## config.mk

```make
export PLATFORM = sky130hd
export DESIGN_NAME = frame_check_validator_flat
export DESIGN_NICKNAME = d
export VERILOG_FILES = /design/src/fcv_pkg.sv /design/src/fcv_channels.sv /design/src/frame_check_validator.sv /design/src/fcv_csr_regs.sv /design/src/fcv_frame_track.sv /design/src/flat_wrapper.sv
export SDC_FILE = /design/constraint.sdc
export NUM_CORES = 1
export LEC_CHECK = 0
export BUFFER_PORTS_ARGS = -buffer_cell sky130_fd_sc_hd__buf_2
export CAP_MARGIN = 15
export CORE_MARGIN = 2
export CORE_UTILIZATION = 38
export DETAILED_ROUTE_END_ITERATION = 8
export GPL_TIMING_DRIVEN = 0
export PLACE_DENSITY = 0.56
export SETUP_SLACK_MARGIN = 0.3
export SLEW_MARGIN = 10
export SYNTH_ARGS = -nofsm -noshare
export SYNTH_HDL_FRONTEND = slang
export SYNTH_SLANG_ARGS = --single-unit
```

## constraint.sdc

```tcl
create_clock -name clock -period 13.7 [get_ports clock]
set_input_delay 2.74 -clock clock [delete_from_list [all_inputs] [get_ports clock]]
set_output_delay 2.74 -clock clock [all_outputs]
set_load 0.02 [all_outputs]
```

## src/fcv_pkg.sv

```systemverilog
// Shared types, constants and the checksum fold for the frame check validator.
package fcv_pkg;

   // Payload widths.
   localparam int BYTE_W      = 8;
   localparam int SUM_W       = 16;
   localparam int CSR_INDEX_W = 8;

   // Frame layout constants.
   localparam int MIN_FRAME_BYTES = 5;
   localparam int PARAM_BASE      = 7;
   localparam int SUM_FIRST_BYTE  = 2;
   localparam int COUNT_BYTE      = 2;
   localparam logic [BYTE_W-1:0] MOD_BASE = 8'd255;

   // Configuration register indexes.
   localparam logic [CSR_INDEX_W-1:0] CSR_START_FIRST  = 8'd0;
   localparam logic [CSR_INDEX_W-1:0] CSR_START_SECOND = 8'd1;
   localparam logic [CSR_INDEX_W-1:0] CSR_STOP_FIRST   = 8'd2;
   localparam logic [CSR_INDEX_W-1:0] CSR_STOP_SECOND  = 8'd3;

   // Marker bytes that the frame is checked against.
   typedef struct packed {
      logic [BYTE_W-1:0] start_first;
      logic [BYTE_W-1:0] start_second;
      logic [BYTE_W-1:0] stop_first;
      logic [BYTE_W-1:0] stop_second;
   } fcv_cfg_type;

   // Reduce the sum modulo 255 when it exceeds 255, keep it otherwise.
   // Since 256 is 1 mod 255, two folds of high byte onto low byte suffice.
   function automatic logic [BYTE_W-1:0] fold_sum(input logic [SUM_W-1:0] sum);
      logic [BYTE_W:0] first_fold;
      logic [BYTE_W:0] second_fold;
      logic [BYTE_W-1:0] result;
      first_fold  = {1'b0, sum[SUM_W-1:BYTE_W]} + {1'b0, sum[BYTE_W-1:0]};
      second_fold = {{BYTE_W{1'b0}}, first_fold[BYTE_W]} + {1'b0, first_fold[BYTE_W-1:0]};
      if (sum[SUM_W-1:BYTE_W] == '0) begin
         result = sum[BYTE_W-1:0];
      end else if (second_fold[BYTE_W-1:0] == MOD_BASE) begin
         result = '0;
      end else begin
         result = second_fold[BYTE_W-1:0];
      end
      return result;
   endfunction

endpackage

```

## src/fcv_channels.sv

```systemverilog
// Handshake channel interfaces for the request, response and register write paths.
interface fcv_req_if;
   logic                       valid;
   logic                       ready;
   logic [fcv_pkg::BYTE_W-1:0] data_byte;
   logic                       frame_end;

   modport source (output valid, output data_byte, output frame_end, input ready);
   modport sink   (input valid, input data_byte, input frame_end, output ready);
endinterface

interface fcv_rsp_if;
   logic valid;
   logic ready;
   logic frame_valid;

   modport source (output valid, output frame_valid, input ready);
   modport sink   (input valid, input frame_valid, output ready);
endinterface

interface fcv_csr_if;
   logic                            valid;
   logic                            ready;
   logic [fcv_pkg::CSR_INDEX_W-1:0] index;
   logic [fcv_pkg::BYTE_W-1:0]      data;

   modport source (output valid, output index, output data, input ready);
   modport sink   (input valid, input index, input data, output ready);
endinterface

```

## src/frame_check_validator.sv

```systemverilog
// Top level of the frame check validator: input register, frame tracker, result register.
//
// Usage: frame bytes arrive on the req channel, one byte per transfer, with
// frame_end set on the last byte of a frame. For every byte with frame_end
// set, one transfer leaves on the rsp channel carrying frame_valid; other
// bytes produce nothing. Bytes 0 and 1 must match the start registers, the
// last two bytes the stop registers, and the folded checksum of bytes 2
// through 6+count must equal the third-last byte.
// The csr channel writes the four marker registers (indexes 0 to 3; higher
// indexes are dropped). It is always ready; write it only while no frame
// is in flight.
// A final byte passes through the input register, then its verdict is loaded
// into the result register. One byte is taken every cycle unless a final byte
// is blocked, as set by the single input register feeding the frame tracker.
// When the receiver stalls, the pending result stays in the result
// register; further non-final bytes keep flowing, and a following final
// byte waits in the input register, which then drops req.ready.
// Reset clears the marker registers, the frame state and both registers'
// valid flags.
module frame_check_validator #(
   parameter int MAX_FRAME_BYTES = 511
) (
   input logic      clock,
   input logic      reset,
   fcv_req_if.sink  req,
   fcv_rsp_if.source rsp,
   fcv_csr_if.sink  csr
);
   import fcv_pkg::*;

   fcv_cfg_type cfg;

   logic              in_valid_ff, in_valid_in;
   logic [BYTE_W-1:0] in_byte_ff;
   logic              in_end_ff;
   logic              out_valid_ff, out_valid_in;
   logic              out_data_ff;
   logic              advance;
   logic              rsp_load;
   logic              verdict;

   fcv_csr_regs u_csr_regs (
      .clock (clock),
      .reset (reset),
      .csr   (csr),
      .cfg   (cfg)
   );

   fcv_frame_track #(
      .MAX_FRAME_BYTES (MAX_FRAME_BYTES)
   ) u_frame_track (
      .clock     (clock),
      .reset     (reset),
      .step      (advance),
      .data_byte (in_byte_ff),
      .frame_end (in_end_ff),
      .cfg       (cfg),
      .verdict   (verdict)
   );

   // A byte leaves the input register unless it is final and the result slot is busy.
   always_comb begin
      advance      = in_valid_ff && (!in_end_ff || !out_valid_ff || rsp.ready);
      rsp_load     = advance && in_end_ff;
      in_valid_in  = req.valid || (in_valid_ff && !advance);
      out_valid_in = rsp_load || (out_valid_ff && !rsp.ready);
   end

   assign req.ready       = !in_valid_ff || advance;
   assign rsp.valid       = out_valid_ff;
   assign rsp.frame_valid = out_data_ff;

   // Input register and result register.
   always_ff @(posedge clock) begin
      if (reset) begin
         in_valid_ff  <= 1'b0;
         out_valid_ff <= 1'b0;
      end else begin
         if (req.ready) begin
            in_valid_ff <= in_valid_in;
         end
         out_valid_ff <= out_valid_in;
      end
      if (req.ready && req.valid) begin
         in_byte_ff <= req.data_byte;
         in_end_ff  <= req.frame_end;
      end
      if (rsp_load) begin
         out_data_ff <= verdict;
      end
   end

   // No result is offered in the cycle after reset.
   assert property (@(posedge clock) reset |=> !rsp.valid)
      else $error("result offered right after reset");

   // A result is only loaded from a final byte.
   assert property (@(posedge clock) disable iff (reset) rsp_load |-> in_end_ff)
      else $error("result loaded from a non-final byte");

   // Back-pressure on req only comes from a final byte blocked by a busy result slot.
   assert property (@(posedge clock) disable iff (reset)
      !req.ready |-> (in_valid_ff && in_end_ff && out_valid_ff && !rsp.ready))
      else $error("input stalled without a blocked final byte");

endmodule

```

## src/fcv_csr_regs.sv

```systemverilog
// Marker byte registers written through the register write channel.
module fcv_csr_regs (
   input  logic                 clock,
   input  logic                 reset,
   fcv_csr_if.sink              csr,
   output fcv_pkg::fcv_cfg_type cfg
);
   import fcv_pkg::*;

   fcv_cfg_type cfg_ff;
   fcv_cfg_type cfg_in;

   // Writes are always taken; unknown indexes are dropped.
   assign csr.ready = 1'b1;

   always_comb begin
      cfg_in = cfg_ff;
      if (csr.valid) begin
         case (csr.index)
            CSR_START_FIRST:  cfg_in.start_first  = csr.data;
            CSR_START_SECOND: cfg_in.start_second = csr.data;
            CSR_STOP_FIRST:   cfg_in.stop_first   = csr.data;
            CSR_STOP_SECOND:  cfg_in.stop_second  = csr.data;
            default:          cfg_in = cfg_ff;
         endcase
      end
   end

   always_ff @(posedge clock) begin
      if (reset) begin
         cfg_ff <= '0;
      end else begin
         cfg_ff <= cfg_in;
      end
   end

   assign cfg = cfg_ff;

endmodule

```

## src/fcv_frame_track.sv

```systemverilog
// Per-frame state: position, parameter count, running sum, recent bytes and the verdict.
module fcv_frame_track #(
   parameter int MAX_FRAME_BYTES = 511
) (
   input  logic                       clock,
   input  logic                       reset,
   input  logic                       step,
   input  logic [fcv_pkg::BYTE_W-1:0] data_byte,
   input  logic                       frame_end,
   input  fcv_pkg::fcv_cfg_type       cfg,
   output logic                       verdict
);
   import fcv_pkg::*;

   localparam int POS_W = $clog2(MAX_FRAME_BYTES + 1);
   localparam int CMP_W = ((POS_W > BYTE_W) ? POS_W : BYTE_W) + 1;

   logic [POS_W-1:0]  pos_ff, pos_in;
   logic [BYTE_W-1:0] count_ff, count_in;
   logic [SUM_W-1:0]  sum_ff, sum_in;
   logic [BYTE_W-1:0] recent_ff [2];
   logic              start_ok_ff, start_ok_in;
   logic              overflow_ff, overflow_in;

   logic             saturated;
   logic [CMP_W-1:0] pos_wide;
   logic [CMP_W-1:0] pos_next_wide;
   logic [CMP_W-1:0] sum_limit;
   logic             in_sum_range;

   // Advance the frame state by one byte.
   always_comb begin
      saturated   = (pos_ff >= POS_W'(MAX_FRAME_BYTES));
      pos_in      = saturated ? pos_ff : pos_ff + POS_W'(1);
      overflow_in = overflow_ff | saturated;
      pos_wide    = CMP_W'(pos_ff);

      count_in = count_ff;
      if (!saturated && pos_ff == POS_W'(COUNT_BYTE)) begin
         count_in = data_byte;
      end

      start_ok_in = start_ok_ff;
      if (!saturated && pos_ff == '0) begin
         start_ok_in = (data_byte == cfg.start_first);
      end else if (!saturated && pos_ff == POS_W'(1)) begin
         start_ok_in = start_ok_ff && (data_byte == cfg.start_second);
      end

      sum_limit    = CMP_W'(PARAM_BASE) + CMP_W'(count_in);
      in_sum_range = !saturated && (pos_wide >= CMP_W'(SUM_FIRST_BYTE))
                     && (pos_wide < sum_limit);
      sum_in       = in_sum_range ? sum_ff + SUM_W'(data_byte) : sum_ff;

      // Verdict on the last byte, using the state after this byte.
      pos_next_wide = CMP_W'(pos_in);
      verdict = !overflow_in
                && (pos_next_wide >= CMP_W'(MIN_FRAME_BYTES))
                && (pos_next_wide >= sum_limit)
                && start_ok_in
                && (data_byte == cfg.stop_second)
                && (recent_ff[0] == cfg.stop_first)
                && (fold_sum(sum_in) == recent_ff[1]);
   end

   // State registers; the frame state clears after its last byte.
   always_ff @(posedge clock) begin
      if (reset) begin
         pos_ff       <= '0;
         count_ff     <= '0;
         sum_ff       <= '0;
         recent_ff[0] <= '0;
         recent_ff[1] <= '0;
         start_ok_ff  <= 1'b0;
         overflow_ff  <= 1'b0;
      end else if (step) begin
         if (frame_end) begin
            pos_ff       <= '0;
            count_ff     <= '0;
            sum_ff       <= '0;
            recent_ff[0] <= '0;
            recent_ff[1] <= '0;
            start_ok_ff  <= 1'b0;
            overflow_ff  <= 1'b0;
         end else begin
            pos_ff       <= pos_in;
            count_ff     <= count_in;
            sum_ff       <= sum_in;
            recent_ff[0] <= data_byte;
            recent_ff[1] <= recent_ff[0];
            start_ok_ff  <= start_ok_in;
            overflow_ff  <= overflow_in;
         end
      end
   end

endmodule

```

## src/flat_wrapper.sv

```systemverilog
// flat-port wrapper written by rule: the top's interface ports become plain ports
module frame_check_validator_flat import fcv_pkg::*;
#(
   parameter int MAX_FRAME_BYTES = 511
)
  (clock, reset, req_valid, req_data_byte, req_frame_end, req_ready, rsp_valid, rsp_frame_valid, rsp_ready, csr_valid, csr_index, csr_data, csr_ready);
  fcv_req_if req_i ();
  fcv_rsp_if rsp_i ();
  fcv_csr_if csr_i ();
  input logic clock;
  input logic reset;
  input wire logic [$bits(req_i.valid)-1:0] req_valid;
  input wire logic [$bits(req_i.data_byte)-1:0] req_data_byte;
  input wire logic [$bits(req_i.frame_end)-1:0] req_frame_end;
  output wire logic [$bits(req_i.ready)-1:0] req_ready;
  output wire logic [$bits(rsp_i.valid)-1:0] rsp_valid;
  output wire logic [$bits(rsp_i.frame_valid)-1:0] rsp_frame_valid;
  input wire logic [$bits(rsp_i.ready)-1:0] rsp_ready;
  input wire logic [$bits(csr_i.valid)-1:0] csr_valid;
  input wire logic [$bits(csr_i.index)-1:0] csr_index;
  input wire logic [$bits(csr_i.data)-1:0] csr_data;
  output wire logic [$bits(csr_i.ready)-1:0] csr_ready;
  assign req_i.valid = req_valid;
  assign req_i.data_byte = req_data_byte;
  assign req_i.frame_end = req_frame_end;
  assign req_ready = req_i.ready;
  assign rsp_valid = rsp_i.valid;
  assign rsp_frame_valid = rsp_i.frame_valid;
  assign rsp_i.ready = rsp_ready;
  assign csr_i.valid = csr_valid;
  assign csr_i.index = csr_index;
  assign csr_i.data = csr_data;
  assign csr_ready = csr_i.ready;
  frame_check_validator #(.MAX_FRAME_BYTES(MAX_FRAME_BYTES)) u_core (.clock(clock), .reset(reset), .req(req_i), .rsp(rsp_i), .csr(csr_i));
endmodule
```

* Word-level counts from Yosys, hierarchy flattened *
Memory sizes are Yosys's and may differ from the RTL's.
Index checks and enable logic that the tools add are counted.
W data, S select, Z words.

storage, ports and cells
  memories = 1
  register bits = 79
  memory bits (writable) = 16
  word-level logic and storage cells = 103
  output and inout port bits = 4
  bits of input ports = 30

cells by class
  bitwise operators = 5
  $add $sub $neg = 5
  reduce and logical (&&, ||, !) cells = 36
  $lt $le $gt $ge = 5
  multiplexer cells = 26
  eq/ne operators = 11

memory list
  name                            words  width  rd ports  clocked after memory_dff  write ports  RTL line               source
  u_core.u_frame_track.recent_ff  2      8      2         0                         2            fcv_frame_track.sv:21  logic [BYTE_W-1:0] recent_ff [2];

operator list
  kind                   number
  $mux W8                8
  $eq A8 B8 Y1           5
  $mux W16               2
  $mux W9                2
  $logic_and A1 B1 Y1    17
  $add A16 B8 Y16        1
  $eq A8 B2 Y1 const B   2
  $logic_not A8 Y1       2
  $mux W1                14
  $add A3 B8 Y9 const A  1
  $add A8 B8 Y9          1
  $add A9 B1 Y9 const B  1
  $eq A9 B1 Y1 const B   1
  $eq A9 B2 Y1 const B   1
  $ge A9 B2 Y1 const B   1
  $ge A9 B3 Y1 const B   1
  $ge A9 B9 Y1           1
  $ge A9 B9 Y1 const B   1
  $logic_not A9 Y1       1
  $lt A9 B9 Y1           1
  $add A1 B8 Y8          1
  $eq A8 B1 Y1 const B   1
  $eq A8 B8 Y1 const B   1
  $reduce_and A2 Y1      4
  3 further kinds        17

* Depth between registers and ports, before layout *
Gate-level depths: netlist of run 1.

  depth after elaboration = 15
  mapped depth = 49
  mapped depth without buffers = 47

* By module *
A second synthesis of run 1 with hierarchy kept.

second synthesis, totals
  cell total of the unflattened synthesis = 750
  area total of the unflattened synthesis = 6727.7 um^2

modules (own cells, without submodules)
  module                 area each (um^2)  seq. area each (um^2)  cells an instance  instances
  fcv_frame_track        4982.3            1181.1                 609                1
  fcv_csr_regs           1341.3            640.6                  119                1
  frame_check_validator  404.1             340.3                  22                 1

* Worst setup path after synthesis of run 1 *
Ideal clock, no wire load.

  path kind = register to register
  start = reg u_core.u_frame_track.pos_ff[2]
  end = reg u_core.out_data_ff, in the netlist u_core.rsp.frame_valid, data pin
  data required time = 13.530 ns
  buffers on the path = 1
  clock period less this slack = 8.141 ns
  arrival time = 7.971 ns
  setup slack = 5.559 ns
  library setup time = 0.170 ns
  cell stages (with the launch flop) = 45
  path through = dfxtp_1 > nand3_1 > inv_1 > nand3_1 > nor2_1 > ha_1 > nor2b_1 > and3_1 > buf_6 > a21oi_1 > ha_1 > nand2_1 > nand2_1 > xor2_1 > nor2_1 > a21oi_1 > ha_1 > o21ai_0 > [9 not listed] > maj3_1 > and2_1 > a2111o_1 > o31a_1 > o31ai_1 > and2_1 > o21ai_0 > nand2b_1 > ha_1 > ha_1 > nand3_1 > or4_1 > o311ai_1 > nand4_1 > nor2_2 > mux2i_1 > a211o_1 > nor4_2

on the way
  longest elaborated chain between the ends = 15
  elaborated cells on any way between the ends = 36
  those cells by class = add/sub (4); order compare (5); eq/ne (4); mux (7); bitwise (1); reduce/logical (15)

RTL lines
  item                              RTL line                     source
  start: declaration                fcv_frame_track.sv:18        logic [POS_W-1:0] pos_ff, pos_in;
  start signal: assignment          fcv_frame_track.sv:86        pos_ff <= pos_in;
  $ge A9 B9 Y1                      fcv_frame_track.sv:33        saturated = (pos_ff >= POS_W'(MAX_FRAME_BYTES));
  $logic_not A1 Y1                  -
  $logic_and A1 B1 Y1               fcv_frame_track.sv:39        if (!saturated && pos_ff == POS_W'(COUNT_BYTE)) begin
  $mux W8                           fcv_frame_track.sv:39
  $add A3 B8 Y9                     fcv_frame_track.sv:50        sum_limit = CMP_W'(PARAM_BASE) + CMP_W'(count_in);
  $lt A9 B9 Y1                      fcv_frame_track.sv:52        && (pos_wide < sum_limit);
  $logic_and A1 B1 Y1               fcv_frame_track.sv:52
  $mux W16                          fcv_frame_track.sv:53        sum_in = in_sum_range ? sum_ff + SUM_W'(data_byte) : sum_ff;
  $add A8 B8 Y9                     fcv_pkg.sv:36                first_fold = {1'b0, sum[SUM_W-1:BYTE_W]} + {1'b0, sum[BYTE_W-1:0]};
  $add A1 B8 Y8                     fcv_pkg.sv:37                second_fold = {{BYTE_W{1'b0}}, first_fold[BYTE_W]} + {1'b0, first_fold[BYTE_W-1:0]};
  $eq A8 B8 Y1                      fcv_pkg.sv:40                end else if (second_fold[BYTE_W-1:0] == MOD_BASE) begin
  $mux W8                           fcv_pkg.sv:40
  $mux W8                           fcv_pkg.sv:38                if (sum[SUM_W-1:BYTE_W] == '0) begin
  $eq A8 B8 Y1                      fcv_frame_track.sv:63        && (fold_sum(sum_in) == recent_ff[1]);
  $logic_and A1 B1 Y1 (*)           fcv_frame_track.sv:63
  net u_core.u_frame_track.verdict  fcv_frame_track.sv:11        output logic verdict
  end signal: assignment            frame_check_validator.sv:89  out_data_ff <= verdict;
  end: declaration                  frame_check_validator.sv:37  logic out_data_ff;

The timed path passes the listed nets; every way through them passes the cells marked *.
A chain may end at the register's enable or synchronous reset.

* Worst setup path after layout of run 1 *
  start = reg u_core.u_frame_track.pos_ff[1]
  end = reg u_core.out_data_ff, in the netlist u_core.rsp.frame_valid, data pin

Same word-level chain as after synthesis.

==> results of run 1 <==
-- sequential cells by signal, indices dropped and copies added, names as in the netlist --
signal,flops
u_core.in_byte_ff,8
u_core.in_end_ff,1
u_core.in_valid_ff,1
u_core.rsp.frame_valid,1
u_core.rsp.valid,1
u_core.u_csr_regs.cfg,32
u_core.u_frame_track.count_ff,8
u_core.u_frame_track.overflow_ff,1
u_core.u_frame_track.pos_ff,9
u_core.u_frame_track.recent_ff,16
u_core.u_frame_track.start_ok_ff,1
u_core.u_frame_track.sum_ff,16
-- per-layer routing --
layer / share of wire [%] / vias to the layer above
met1: 49 / 2723
met5: 0 / -
met2: 47 / 115
met4: 1.3 / 0
li1: - / 2863
met3: 3.3 / 21
-- power by group --
| part | leakage [nW] | internal (mW) | switching (mW) | total [mW] |
|---|---|---|---|---|
| sequential | 0.825 | 0.293 | 0.00427 | 0.298 |
| combinational | 2.08 | 0.0173 | 0.0327 | 0.0500 |
| clock | 0.147 | 0.132 | 0.118 | 0.249 |
-- kinds of logic after synthesis --
family / Yosys count
DFF: 95
adders and majority gates: 42
buffers and inverters: 71
AOI/OAI and AO/OA: 170
xor gates and xnor gates: 81
and+or+nand+nor: 261
muxes: 47
other: 1
-- metrics by stage --
step / hold WS [ps] / std cells
detailed placement: 448 / 1025
finish: 457 / 1041
floorplan: 419 / 768
global placement: 434 / 1025
global route: 517 / 1041
CTS: 464 / 1041
-- layout make-up --
| cell class | count | area, um^2 |
|---|---|---|
| tap | 225 | 282 |
| inverter | 31 | 116 |
| buffer | 40 | 183 |
| clock buffer | 10 | 239 |
| sequential | 95 | 2160 |
| timing repair buffer | 32 | 160 |
| fill | 1763 | 9840 |
| clock inverter | 6 | 51.3 |
| multi-input combinational | 602 | 4200 |
-- worst reg2reg max path, delay by kind of cell (launching register included) --
kind | cells | cell delay, ps
AO/OA/AOI/OAI | 13 | 2790
buffers and inverters | 4 | 560
AND/OR/NAND/NOR | 17 | 2660
XOR/XNOR | 1 | 150
multiplexers | 2 | 400
flip-flops | 1 | 530
adder cells (fa/ha/maj) | 9 | 2520
-- cells in the final DEF, fill, tap and decap left out, drive strengths merged, types with 5 or more instances in the layout --
cell type  synthesis  layout
nor2              82      82
dfxtp             69      69
nand2             54      54
xnor2             50      50
mux2i             45      45
o21ai             43      43
buf               10      42
clkbuf            30      40
a21oi             37      37
ha                35      35
inv               31      35
xor2              31      31
edfxtp            26      26
and2              21      21
nand3             21      21
nor3              19      19
nand4             12      12
nor4              10      10
nor2b              9       9
a211oi             9       9
a21o               8       8
a22o               8       8
a22oi              7       7
nand2b             7       7
o22ai              6       6
o21a               6       6
a31oi              6       6
maj3               5       5
-- worst paths after layout --
kind                                                          to  slack [ps]
worst max-delay path                      u_core.rsp.frame_valid        3880
worst min-delay path            u_core.u_frame_track.start_ok_ff         460
worst max register to register            u_core.rsp.frame_valid        3880
worst min register to register  u_core.u_frame_track.start_ok_ff         460
==> flow_metrics.tcl, run 1 <==
set metrics [dict create \
    synthSimpleGateAreaFrac_pct 19.8 \
    setup_ws_ps 3880 \
    synth_area_um2 6660 \
    synth.top_cells.by_area "dfxtp_1 21%, edfxtp_1 12%, ha_1 6.6%, xnor2_1 6.6%, mux2i_1 6.5%" \
    cpMostUsedCell "ha_1" \
    track_usage_pct 20.2 \
    vias 5722 \
    crit_required_ps 13880 \
    root_buffer "clkbuf_16" \
    grt_max_degree 23 \
    p_leak_nw 3.05 \
    fin_skew_ps 6.89 \
    cp-end-kind "flip-flop" \
    critPathLaunchType "flip-flop" \
    use_met3_pct 2.27 \
    wl_per_cell_um 17.5 \
    synth_area_leader_cell "dfxtp_1" \
    synth_common_cells "80 x nor2_1, 69 x dfxtp_1, 54 x nand2_1, 50 x xnor2_1, 43 x mux2i_1" \
    cts_sinks 95 \
    grt_pass1_vias 5347 \
    ys_types 76 \
    synth_seq_cells 95 \
    place_congestion 0.858 \
    antenna_found_initial 0 \
    crit_family "compound AO/OA/AOI/OAI gates" \
    fp.dieW_um 136 \
    status "finished clean" \
    finalSetupTns_ps 0 \
    post-route-period-util_pct 71.7 \
    diodes 0 \
    die_y_um 136 \
    max_stage_delay_ps 570 \
    max_freq_mhz 102 \
    insertion_delay_ps 350 \
    r2r_cells 46 \
    tightest_slew_ps 967 \
    rows 48 \
    synth_fa_ha_area_share_pct 7.94 \
    grt_pass1_wl_mm 28.9 \
    met1_usage_pct 27.6 \
    grt.busiest_layer "met2" \
    reg2reg_from "u_core.u_frame_track.pos_ff[1]" \
    slew_violations 0 \
    hold_violations 0 \
    cts_resized 0 \
    synth-compound-area-share_pct 17.4 \
    drive_above_1_share_pct 9.80 \
    synth-main-ff-cell "dfxtp_1" \
    start_util_pct 38.7 \
    hp-start "u_core.u_frame_track.start_ok_ff" \
    via_per_inst 5.50 \
    ys_warn_count 0 \
    setup_viol 0 \
    maxCapViolCount 0 \
    postRouteAntennaNets 0 \
    drtIter0Drc 464 \
    grt_util_met2_pct 33.9 \
    path_class "reg2reg" \
    cts.path.max_buffers 2 \
    path_depth 46 \
    placement.io_buffers 32 \
    min_delay_path_depth 2 \
    slew_headroom_pct 35.4 \
    p_per_area_nw_per_um2 80.7 \
    grt_setup_unrepaired "false" \
    synthMuxAreaShare_pct 7.21 \
    wl_mm 18.3 \
    critPathLaunch "u_core.u_frame_track.pos_ff[1]" \
    path_clk_slew_ps 70 \
    firstDrtPassIters 5 \
    min_path_type "reg2reg" \
    cts_inserted_buffers 9 \
    ys_seq_area_share_pct 32.5 \
    design_area_um2 7390 \
    total_power_uw 597 \
    place_area_um2 7100 \
    io_pins 34 \
    htreeDepth 3 \
    synth_xor_area_share_pct 10.6 \
    num-nets-final 878 \
    syn_nets 835 \
    fin_crit_ps 9820 \
    postCtsSetupBuffers 0 \
    syn2layout_area_growth_pct 11.0 \
    crit_fanout 10 \
    finish.utilization_pct 42.9 \
    cts_tree "built" \
    postCtsHoldBufs 0 \
    worst-path-buf-inv 4 \
    hpwl_mm 13.9 \
    synth_most_common_cell "nor2_1" \
    synth_top_area_share_pct 20.7 \
    post_synth.cell_area_avg_um2 8.68 \
    worst_path_max_delay_cell "a2111oi_4" \
    core-area_um2 17200 \
    cp.arrival_ps 10000 \
    synth-edff-count 26 \
    drcViolationCount 0 \
    die_area_um2 18600 \
    synth_top_family_by_area "simple AND/OR/NAND/NOR gates" \
    ys_async_sr_fraction_pct 0 \
    synthCells 768 \
    ir_drop_v 0.0000648 \
    dpl_worst_slack_ps 3950 \
    gr-total-overflow 0 \
]
Note: power is estimated with default switching activity, not from simulation.
==> inputs of run 2 (changes only) <==
--- a/config.mk
+++ b/config.mk
@@ -5,13 +5,14 @@
 export SDC_FILE = /design/constraint.sdc
 export NUM_CORES = 1
 export LEC_CHECK = 0
+export ABC_AREA = 1
 export BUFFER_PORTS_ARGS = -buffer_cell sky130_fd_sc_hd__buf_2
 export CAP_MARGIN = 15
 export CORE_MARGIN = 2
 export CORE_UTILIZATION = 38
 export DETAILED_ROUTE_END_ITERATION = 8
 export GPL_TIMING_DRIVEN = 0
-export PLACE_DENSITY = 0.56
+export PLACE_DENSITY = 0.58
 export SETUP_SLACK_MARGIN = 0.3
 export SLEW_MARGIN = 10
 export SYNTH_ARGS = -nofsm -noshare
==> constraint.sdc (replaced) <==
create_clock -name clock -period 7.92 [get_ports clock]
set_input_delay 1.584 -clock clock [delete_from_list [all_inputs] [get_ports clock]]
set_output_delay 1.584 -clock clock [all_outputs]
set_load 0.02 [all_outputs]
==> run 2 against run 1 <==
  * Maximum frequency is 40% higher
  * First-iteration DRC count is 16% lower
  * Worst hold slack better by 18 ps
  * Combinational power is 77% higher
  * Synthesized cell count is 21% higher
  * Setup slack worse by 3000 ps
  * Via count is 5.3% higher
  * Cell area is 2.5% higher
  * Non-clock buffer count is 3 lower
  * Highest routed layer unchanged
  * Sequential power is 74% higher
  * Global-route usage hardly changed
==> flow_metrics.tcl, run 2 <==
set metrics [dict create \
    slew_headroom_pct 49.5 \
    layout_common_cells "186 x nand2_1, 118 x inv_1, 113 x nor2_1" \
    htreeDepth 3 \
    synth_seq_cells 95 \
    hp-start "u_core.u_frame_track.sum_ff[14]" \
    tightest_slew_ps 750 \
    hold_violations 0 \
    ys_seq_area_share_pct 32.6 \
    post_synth.cell_area_avg_um2 7.16 \
    postRouteAntennaNets 0 \
    grt_setup_unrepaired "false" \
    core-area_um2 17200 \
    syn2layout_area_growth_pct 14.3 \
    firstDrtPassIters 7 \
    ir_drop_v 0.000103 \
    ys_async_sr_fraction_pct 0 \
    wl_per_cell_um 15.1 \
    synth_area_leader_cell "dfxtp_1" \
    design_area_um2 7580 \
    drcViolationCount 0 \
    drtIter0Drc 391 \
    layout_commonest_cell "nand2_1" \
    io_pins 34 \
    root_buffer "clkbuf_16" \
    grt_pass1_vias 5518 \
    cts_tree "built" \
    path_clk_slew_ps 70 \
    setup_ws_ps 905 \
    maxCapViolCount 0 \
    grt_max_degree 26 \
    die_y_um 136 \
    track_usage_pct 20.3 \
    wl_mm 18.3 \
    synthCells 926 \
    synth_most_common_cell "nand2_1" \
    cts_inserted_buffers 9 \
    finalSetupTns_ps 0 \
    antenna_found_initial 0 \
    num-nets-final 1051 \
    p_switching_uw 292 \
    synth-main-ff-cell "dfxtp_1" \
    start_util_pct 38.6 \
    synth_top_area_share_pct 20.8 \
    syn_nets 993 \
    power.internal_uw 769 \
    cts.path.max_buffers 2 \
    die_area_um2 18500 \
    worst-r2r-setup-slack_ps 900 \
    postCtsHoldBufs 0 \
    rows 48 \
    fin_crit_ps 7020 \
    cp.arrival_ps 7230 \
    fp.dieW_um 136 \
    place_congestion 0.877 \
    ys_types 54 \
    p_leak_nw 3.41 \
    finish.utilization_pct 44.1 \
    reg2reg_from "u_core.u_frame_track.pos_ff[0]" \
    fin_skew_ps 7.52 \
    cp-end-kind "flip-flop" \
    max_freq_mhz 143 \
    critPathLaunch "u_core.u_frame_track.pos_ff[0]" \
    synth_common_cells "188 x nand2_1, 120 x inv_1, 115 x nor2_1, 69 x dfxtp_1, 61 x o21ai_0" \
    crit_fanout 8 \
    drive_above_1_share_pct 15.5 \
    hpwl_mm 14.1 \
    setup_viol 0 \
    slew_violations 0 \
    p_per_area_nw_per_um2 140 \
    worst_path_max_delay_cell "dfxtp_4" \
    largest_reg_flops 32 \
    path_class "reg2reg" \
    critPathLaunchType "flip-flop" \
    diodes 0 \
    cts_sinks 95 \
    dpl_worst_slack_ps 225 \
    insertion_delay_ps 360 \
    via_per_inst 4.96 \
    crit_required_ps 8130 \
    min_path_type "reg2reg" \
    comb_power_share_pct 8.4 \
    placement.io_buffers 32 \
    switching_share_pct 27.5 \
    finalHoldWorstSlack_ps 475 \
    gr-total-overflow 0 \
    synth_area_um2 6630 \
    p_clk_share_pct 42.6 \
    ys_warn_count 0 \
    post-route-period-util_pct 88.6 \
    synth.top_cells.by_area "dfxtp_1 21%, edfxtp_1 12%, nand2_1 11%, inv_1 6.8%, ha_1 6.6%" \
    place_area_um2 7070 \
    cpMostUsedCell "nand2_1" \
    synth-edff-count 26 \
    vias 6026 \
    p_seq_share_pct 49.0 \
    grt_pass1_wl_mm 28.9 \
    max_stage_delay_ps 380 \
    status "finished clean" \
]
==> run 2: cell types whose count changed after synthesis, sizes merged, moves of 10 or more <==
cell,delta
inv,+96
xnor2,-37
nor2,+41
mux2i,-45
nand2,+168
and2,-21
nand3,+39
nand4,+14
o22ai,+10
o21ai,+24
clkbuf,-15
==> run 2: what timing repair did <==
| item | CTS | global route |
|---|---|---|
| endpoints found under the setup margin | 1 | 1 |
| pin swaps | 0 | 9 |
| buffers inserted | 0 | 15 |
| gates resized for setup | 2 | 24 |
| cloned | 0 | 0 |
==> run 2: worst paths after layout <==
kind | to | depth (start not counted)
worst max-delay path | u_core.rsp.frame_valid | 53
worst min-delay path | u_core.u_frame_track.sum_ff[14] | 2
worst max register to register | u_core.rsp.frame_valid | 53
worst min register to register | u_core.u_frame_track.sum_ff[14] | 2
==> run 2: logic make-up (layout without fill, tap and decap cells) <==
logic type	count (synthesis)	count (layout)	share of synthesized area, %
simple gates	459	459	32.6
flops	95	95	32.6
other cells	1	1	0.0566
compound gates	139	139	12.4
fa+ha+maj	38	38	7.36
xor+xnor	44	44	5.81
buf+inv	150	213	9.10
==> run 2: final cells by class <==
| cell class | count | area, um^2 |
|---|---|---|
| inverters | 128 | 487 |
| plain buffers | 22 | 124 |
| well taps | 225 | 282 |
| flip-flops and latches | 95 | 2170 |
| repair buffers | 47 | 273 |
| fillers | 1833 | 9600 |
| clock buffers | 10 | 239 |
| clock inverters | 6 | 61.3 |
| multi-input cells | 681 | 3940 |
==> run 2: stage by stage <==
stage,total power [mW],cells
after global placement,0.617,1183
after global routing,1.10,1214
after floorplan,0.582,926
final,1.06,1214
after CTS,1.06,1199
after detailed placement,0.617,1183
==> run 2: critical path, delay by kind of cell, from the launching register on <==
| kind | cells | cell delay, ps |
|---|---|---|
| buf+inv | 8 | 630 |
| flops | 1 | 380 |
| simple gates | 28 | 2750 |
| fa+ha+maj | 8 | 1820 |
| xor+xnor | 1 | 250 |
| compound gates | 8 | 1010 |
==> run 2: routing by layer <==
metal | share of wire, % | up-vias | global-route usage, %
li1 | - | 3153 | -
met1 | 48 | 2745 | 26.5
met2 | 46 | 101 | 33.9
met3 | 3.6 | 27 | 3.43
met4 | 2.2 | 0 | 6.54
met5 | 0 | - | 0
==> run 2: power groups by stage <==
stage | Combinational, mW | Sequential (mW) | Clock, mW
after global routing | 0.0995 | 0.521 | 0.476
after detailed placement | 0.0854 | 0.532 | 0
after CTS | 0.0858 | 0.521 | 0.457
after global placement | 0.0851 | 0.532 | 0
final | 0.0887 | 0.520 | 0.452
after floorplan | 0.0559 | 0.526 | 0
==> inputs of run 3 (changes only) <==
--- a/config.mk
+++ b/config.mk
@@ -6,15 +6,15 @@
 export NUM_CORES = 1
 export LEC_CHECK = 0
 export ABC_AREA = 1
-export BUFFER_PORTS_ARGS = -buffer_cell sky130_fd_sc_hd__buf_2
 export CAP_MARGIN = 15
 export CORE_MARGIN = 2
 export CORE_UTILIZATION = 38
 export DETAILED_ROUTE_END_ITERATION = 8
+export DONT_BUFFER_PORTS = 1
 export GPL_TIMING_DRIVEN = 0
-export PLACE_DENSITY = 0.58
+export PLACE_DENSITY = 0.56
 export SETUP_SLACK_MARGIN = 0.3
-export SLEW_MARGIN = 10
 export SYNTH_ARGS = -nofsm -noshare
 export SYNTH_HDL_FRONTEND = slang
 export SYNTH_SLANG_ARGS = --single-unit
+export TNS_END_PERCENT = 5
==> run 3 against run 2 <==
  * Sequential power is essentially flat
  * Critical path depth fell by 1
  * Wire length shrank 3.0%
  * First-iteration DRC count is 31% lower
  * Cell area decreased by 2.3%
  * Via count decreased by 3.4%
  * Maximum frequency is 0.14% lower
  * Global-route usage is 0.10 points lower
  * Clock power decreased by 1%
  * Critical endpoint unchanged
  * Largest power group unchanged
  * Highest routed layer unchanged
==> flow_metrics.tcl, run 3 (synthesis results as in run 2) <==
set metrics [dict create \
    status "finished clean" \
    total_power_mw 1.05 \
    slew_violations 0 \
    fp.dieW_um 136 \
    grt_setup_unrepaired "false" \
    start_util_pct 38.6 \
    cp-end-kind "flip-flop" \
    cp.arrival_ps 7130 \
    track_usage_pct 20.2 \
    cts.path.max_buffers 2 \
    max_stage_delay_ps 400 \
    wl_mm 17.7 \
    io_pins 34 \
    syn2layout_area_growth_pct 11.7 \
    hold_path_end "u_core.u_frame_track.sum_ff[14]" \
    place_congestion 0.865 \
    tightest_slew_ps 802 \
    p_per_area_nw_per_um2 141 \
    slew_headroom_pct 45.2 \
    post-route-period-util_pct 88.7 \
    wl_per_cell_um 15.0 \
    core-area_um2 17200 \
    min_delay_path_depth 2 \
    rows 48 \
    antenna_found_initial 0 \
    hpwl_mm 14.0 \
    drtIter0Drc 271 \
    cts_sinks 95 \
    crit_required_ps 8020 \
    drcViolationCount 0 \
    postRouteAntennaNets 0 \
    fillers 1857 \
    layout_common_cells "187 x nand2_1, 119 x inv_1, 115 x nor2_1" \
    min_path_type "reg2reg" \
    setup_ws_ps 895 \
    firstDrtPassIters 6 \
    cts_inserted_buffers 9 \
    p_leak_nw 3.26 \
    vias 5821 \
    seqCellArea_um2 2170 \
    dpl_worst_slack_ps 113 \
    insertion_delay_ps 350 \
    worst_path_max_delay_cell "dfxtp_4" \
    r2r_cells 52 \
    drive_above_1_share_pct 12.0 \
    layout_commonest_cell "nand2_1" \
    grt_pass1_wl_mm 28.5 \
    critPathLaunchType "flip-flop" \
    via_per_inst 4.94 \
    hp-start "u_core.u_frame_track.sum_ff[14]" \
    largest_reg_flops 32 \
    grt_max_degree 18 \
    path_class "reg2reg" \
    cts_tree "built" \
    cpMostUsedCell "nand2_1" \
    fin_skew_ps 8.84 \
    placement.io_buffers 0 \
    num-nets-final 1015 \
    root_buffer "clkbuf_16" \
    r2r_end "u_core.rsp.frame_valid" \
    multi_input_area_um2 3940 \
    hold_violations 0 \
    fin_crit_ps 7020 \
    max_freq_mhz 142 \
    setup_viol 0 \
    path_clk_slew_ps 70 \
    finalSetupTns_ps 0 \
    worst-r2r-setup-slack_ps 900 \
    postCtsHoldBufs 0 \
    grt_pass1_vias 5409 \
    gr-total-overflow 0 \
    htreeDepth 3 \
    crit_fanout 8 \
    maxCapViolCount 0 \
    ir_drop_v 0.000123 \
    die_area_um2 18500 \
    reg2reg_from "u_core.u_frame_track.pos_ff[1]" \
    diodes 0 \
    die_y_um 136 \
]
[run 3: final cells by class]
type                       instances  area share [%]
buffer                            22            1.66
timing repair buffer              11            1.39
clock inverter                     7           0.963
multi-input combinational        681            53.3
inverter                         128            6.56
clock buffer                       9            3.04
tap                              225            3.80
sequential                        95            29.3
[run 3: critical path, delay by kind of cell (launching register included)]
family          cells  cell delay [ps]
flops               1              400
xor+xnor            1              240
fa+ha+maj           8             1830
simple gates       27             2590
compound gates      8             1080
buf+inv             8              630
[run 3: layer usage]
layer	track usage (%)	part of all wire, %
met5	0	0
met2	32.0	44
met1	27.7	49
met3	3.62	4.7
met4	6.54	2.0
[run 3: how the worst max path moves through the flow]
stage / from / to / slack, ps / cells after the start
5_1_grt: u_core.u_frame_track.pos_ff[1] / u_core.rsp.frame_valid / 290 / 53
3_5_place_dp: u_core.u_frame_track.pos_ff[1] / u_core.rsp.frame_valid / 110 / 52
6_report: u_core.u_frame_track.pos_ff[1] / u_core.rsp.frame_valid / 900 / 52
4_1_cts: u_core.u_frame_track.pos_ff[3] / u_core.rsp.frame_valid / 340 / 51
2_1_floorplan: u_core.u_frame_track.pos_ff[1] / u_core.rsp.frame_valid / 1540 / 50
3_3_place_gp: u_core.u_frame_track.pos_ff[1] / u_core.rsp.frame_valid / 130 / 52
[run 3: power breakdown]
part	internal (mW)	switching (mW)
sequential	0.508	0.0116
clock	0.246	0.201
combinational	0.0261	0.0532
total	0.779	0.266
[run 3: through the flow]
stage	hold WS, ps	instance area, um^2	std cells	util, %
finish	477	7400	1178	43.1
global route	499	7400	1178	43.1
CTS	478	7250	1168	42.2
detailed placement	464	6940	1152	40.4
global placement	457	6910	1151	40.2
floorplan	441	6630	926	-
[run 3: what timing repair did]
| action | CTS | global route |
|---|---|---|
| setup buffers | 0 | 10 |
| setup endpoints to repair | 1 | 1 |
| hold endpoints to repair | 0 | 0 |
| gates resized for setup | 4 | 23 |
| pin swaps | 0 | 9 |
